--- src/rtl/mmp2_pkg.sv ---
// Shared types and constants for the 2x2 min/max pooling block.
`timescale 1ns / 1ps

package mmp2_pkg;

    // Height sample as carried on the ports and kept in the line store
    typedef logic signed [15:0] t_height;

    // Configuration register indexes
    typedef enum logic [1:0] {
        CFG_ROW_WIDTH   = 2'd0,
        CFG_ROW_COUNT   = 2'd1,
        CFG_SINGLE_MODE = 2'd2,
        CFG_UNUSED      = 2'd3
    } t_cfg_index;

    // Box start values and range limits
    localparam t_height BOX_START_MIN = 16'sd32000;
    localparam t_height BOX_START_MAX = -16'sd32000;
    localparam t_height LOW_LIMIT     = -16'sd500;
    localparam t_height HIGH_LIMIT    = 16'sd6000;

    // Position decode handed from the position tracker to the datapath
    typedef struct packed {
        logic first;    // first sample of its box: start from the box start values
        logic closing;  // closing sample of its box: a result is given
        logic row_end;  // box is the last one of its output row
    } t_pos_info;

endpackage

--- src/rtl/mmp2_position.sv ---
// Raster position tracker: column and row counters and box/group decode.
`timescale 1ns / 1ps

module mmp2_position #(
    parameter int MAX_WIDTH = 4096
) (
    input  logic                  i_clk,
    input  logic                  i_rst_n,
    input  logic                  i_clear,
    input  logic                  i_advance,
    input  logic [12:0]           i_row_width,
    input  logic [15:0]           i_row_count,
    output logic [11:0]           o_box,
    output mmp2_pkg::t_pos_info   o_info
);

    logic [12:0] r_col, n_col;
    logic [15:0] r_row, n_row;

    logic [12:0] w_eff;
    logic [15:0] h_eff;
    logic [11:0] num_boxes;
    logic [11:0] col_half;
    logic        box_clamp;
    logic        last_box;
    logic [14:0] num_groups;
    logic [14:0] row_half;
    logic        group_clamp;
    logic        last_group;
    logic        col_wrap;
    logic        row_wrap;
    logic        first_col;
    logic        first_row;
    logic        closing_col;
    logic        closing_row;

    // Effective frame size: width clamped to [2, MAX_WIDTH], count to at least 2
    always_comb begin
        if (i_row_width < 13'd2) begin
            w_eff = 13'd2;
        end else if (int'(i_row_width) > MAX_WIDTH) begin
            w_eff = 13'(MAX_WIDTH);
        end else begin
            w_eff = i_row_width;
        end
        h_eff = (i_row_count < 16'd2) ? 16'd2 : i_row_count;
    end

    // Column decode: an odd last column folds into the box before it
    assign num_boxes   = w_eff[12:1];
    assign col_half    = r_col[12:1];
    assign box_clamp   = (col_half >= num_boxes);
    assign o_box       = box_clamp ? (num_boxes - 12'd1) : col_half;
    assign last_box    = box_clamp || (col_half == num_boxes - 12'd1);
    assign col_wrap    = (r_col == w_eff - 13'd1);
    assign first_col   = !r_col[0] && !box_clamp;
    assign closing_col = last_box ? col_wrap : r_col[0];

    // Row decode: an odd last row folds into the group before it
    assign num_groups  = h_eff[15:1];
    assign row_half    = r_row[15:1];
    assign group_clamp = (row_half >= num_groups);
    assign last_group  = group_clamp || (row_half == num_groups - 15'd1);
    assign row_wrap    = (r_row == h_eff - 16'd1);
    assign first_row   = !r_row[0] && !group_clamp;
    assign closing_row = last_group ? row_wrap : r_row[0];

    assign o_info.first   = first_col && first_row;
    assign o_info.closing = closing_col && closing_row;
    assign o_info.row_end = last_box;

    // Next position: wrap column at row end, row at frame end
    always_comb begin
        n_col = r_col;
        n_row = r_row;
        if (i_advance) begin
            if (col_wrap) begin
                n_col = '0;
                n_row = row_wrap ? '0 : (r_row + 16'd1);
            end else begin
                n_col = r_col + 13'd1;
            end
        end
    end

    always_ff @(posedge i_clk) begin
        if (!i_rst_n || i_clear) begin
            r_col <= '0;
            r_row <= '0;
        end else begin
            r_col <= n_col;
            r_row <= n_row;
        end
    end

endmodule

--- config.mk ---
export PLATFORM = sky130hd
export DESIGN_NAME = mmp2_position
export DESIGN_NICKNAME = d
export VERILOG_FILES = /design/src/rtl/mmp2_pkg.sv /design/src/rtl/mmp2_position.sv
export SDC_FILE = /design/constraint.sdc
export NUM_CORES = 1
export LEC_CHECK = 0
export BUFFER_PORTS_ARGS = -buffer_cell sky130_fd_sc_hd__buf_4
export CAP_MARGIN = 10
export CORE_MARGIN = 4
export CORE_UTILIZATION = 49
export DETAILED_ROUTE_END_ITERATION = 7
export PLACE_DENSITY = 0.68
export SYNTH_ARGS = -nofsm -noshare
export SYNTH_HDL_FRONTEND = slang
export SYNTH_SLANG_ARGS = --single-unit
export TNS_END_PERCENT = 1
--- constraint.sdc ---
create_clock -name i_clk -period 14.9 [get_ports i_clk]
set_clock_uncertainty 0.1 [all_clocks]
set_input_delay 4.47 -clock i_clk [delete_from_list [all_inputs] [get_ports i_clk]]
set_output_delay 4.47 -clock i_clk [all_outputs]
set_load 0.05 [all_outputs]
==> out/metrics.yaml <==
p_int_uw: 140
initial_core_util: 0.507
vias_per_cell: 6.37
hpwl_um: 11400
clk_latency_ns: 0.28
synthToLayoutAreaGrowth_pct: 8.00
r2r_start: "r_col[8]"
dieArea_mm2: 0.0112
finalPower_uw: 222
arrival_ns: 8.79
grt-ovfl-total: 0
routed_wl_um: 14700
crit_type: "primary input to output pin"
synth.yosys.seq_area_share: 0.123
endpoint_kind: "output pin"
r2r_cells: 8
max_cap_violations: 0
p_seq_frac: 0.352
gp_congestion: 0.992
slew_viol_final: 0
grt_antenna_before_repair: 0
hold_buffers: 0
comb_power_share: 0.357
whs_path_depth: 2
met2WireLength_um: 6240
synth_area_leaders: "dfxtp_1, ha_1, xnor2_1"
drcViolationCount: 0
routedWlPerCell_um: 18.1
final-setup-viol-count: 0
p_leak_nw: 1.92
slew_headroom: 0.432
swShare: 0.371
slowest_stage: "nor4_1"
required_ns: 10.33
yosysUniqueCellTypes: 79
grt_pass1_vias: 4664
ios: 48
wl_met1_um: 6990
clockBufferDepth: 2
grt_max_degree: 41
num_vias: 5157
clock-sinks: 29
path_clk_slew_ns: 0.06
firstDrtPassIters: 6
cts_made_buffers: 5
critPathBufInv: 2
fin_crit_ns: 13.36
period_share: 0.896
fin_nets: 745
outcome: "finished, final reports clean"
yosys_most_used_dff: "dfxtp_1"
hold_path_class: "flip-flop to flip-flop"
hold_viol_final: 0
postRouteAntennaNets: 0
ir_worst_vdd_mv: 0.0356
rsz0062_at_grt: "no"
path_delay_family: "simple AND/OR/NAND/NOR gates"
die_h_um: 106
rrSetupSlack_ns: 11.30
fp.coreArea_mm2: 0.00928
path_cells: "buf_4 -> nor4_1 -> nand4_1 -> o21ai_1 -> ha_1 -> nor4b_1 -> nand4_1 -> xor2_1 -> or3_1 -> nor4_1 -> nand4_1 -> mux2_2 -> a21oi_1 -> buf_4"
grt_first_pass_wirelength_um: 24100
async_flop_share: 0
syn-cell-area_mm2: 0.00471
synth_top_area_frac: 0.123
worstSetupStartpointType: "primary input"
yosysTopAreaCell: "dfxtp_1"
num_rows: 35
wl_met3_um: 1210
cp_max_fo: 9
crit_start: "i_row_count[15]"
n_antenna_cell: 0
p_clk_frac: 0.291
cts-root-buf: "clkbuf_8"
synthTopCellsByCount: "nor2_1, nand2_1, inv_1, clkbuf_1, xnor2_1"
highest_layer: "met4"
post_cts_buffers: 0
synth.most_common_cell: "nor2_1"
path_common_cell: "nand4_1"
worstHoldStart: "r_row[15]"
syn_nets: 740
grtUsageTotal: 0.259
worst-path-stages: 14
power_density_mw_per_mm2: 43.7
tritoncts: "built"
fillers: 958
tns_ns: 0
htree_levels: 2
syn_avg_cell_area_um2: 6.98
tightest_slew_ns: 0.848
die_w_um: 106
max_stage_delay_ns: 0.63
post_cts_resized: 0
synth_edf_count: 0
drt_first_iter_violations: 495
io_buffers: 47
fmax_mhz: 74.9
p_sw_uw: 82.4
yosys_warnings: 0
synthCells: 674
drive_above_1_share: 0.115
synth-seq-cells: 29
## placed cells by master, fill, tap and decap left out, drive strengths merged, types with 21 or more instances in the layout
master / n
nor2: 68
nand2: 49
buf: 48
inv: 39
o21ai: 35
xnor2: 34
ha: 33
nand3: 30
dfxtp: 29
nand4: 28
a21oi: 27
xor2: 21
## worst register-to-register path, cell delays in order, from the launching register on
cell and delay [ns]:
dfxtp_1 0.72, xor2_1 0.18, or3_1 0.37, a31o_2 0.25, a31oi_1 0.31, and4b_1 0.34
nand3_2 0.34, o21ai_1 0.75, a21oi_1 0.09
## metrics by stage
stage	setup WS [ns]	hold WS (ns)	instances	instance area [um2]	util
2_1_floorplan	1.95	0.385	674	4710	-
3_3_place_gp	1.87	0.411	801	5000	0.539
3_5_place_dp	1.71	0.439	801	5000	0.539
4_1_cts	1.68	0.451	809	5080	0.548
5_1_grt	1.26	0.493	809	5080	0.548
6_report	1.54	0.450	809	5080	0.548
## per-layer routing
layer,GRT usage,vias up
met5,0,-
met4,0.0601,0
met3,0.0413,25
met2,0.377,252
met1,0.397,2387
li1,-,2493
## power groups by stage
stage | logic (mW) | clock network (mW) | registers [mW]
finish | 0.0794 | 0.0646 | 0.0782
global route | 0.0867 | 0.0695 | 0.0782
CTS | 0.0775 | 0.0659 | 0.0782
detailed placement | 0.0770 | 0 | 0.0800
global placement | 0.0757 | 0 | 0.0800
floorplan | 0.0548 | 0 | 0.0796
## final cells by class
| class | count | area, um2 | share of cell area |
|---|---|---|---|
| well taps | 129 | 161 | 0.0317 |
| clock buffers | 6 | 72.6 | 0.0143 |
| clock inverters | 2 | 10.0 | 0.00197 |
| flip-flops and latches | 29 | 581 | 0.114 |
| multi-input cells | 555 | 3750 | 0.737 |
| inverters | 40 | 150 | 0.0295 |
| repair buffers | 48 | 360 | 0.0709 |
## final timing paths
kind | end
worst max-delay path | o_info[1]
worst min-delay path | r_row[15]
worst max register to register | r_row[11]
worst min register to register | r_row[15]
## state kept, by name, summed over array words and instances (netlist names)
name and flops:
r_col 13, r_row 16
## kinds of logic (layout without fill, tap and decap cells)
family / after synthesis / in the layout / share of synthesized area
buf+inv: 90 / 96 / 0.0803
mux: 13 / 13 / 0.0282
simple gates: 300 / 300 / 0.353
compound gates: 153 / 153 / 0.220
flops: 29 / 29 / 0.123
xor+xnor: 56 / 56 / 0.107
fa+ha+maj: 33 / 33 / 0.0877
Note: power is estimated with default switching activity, not from simulation.
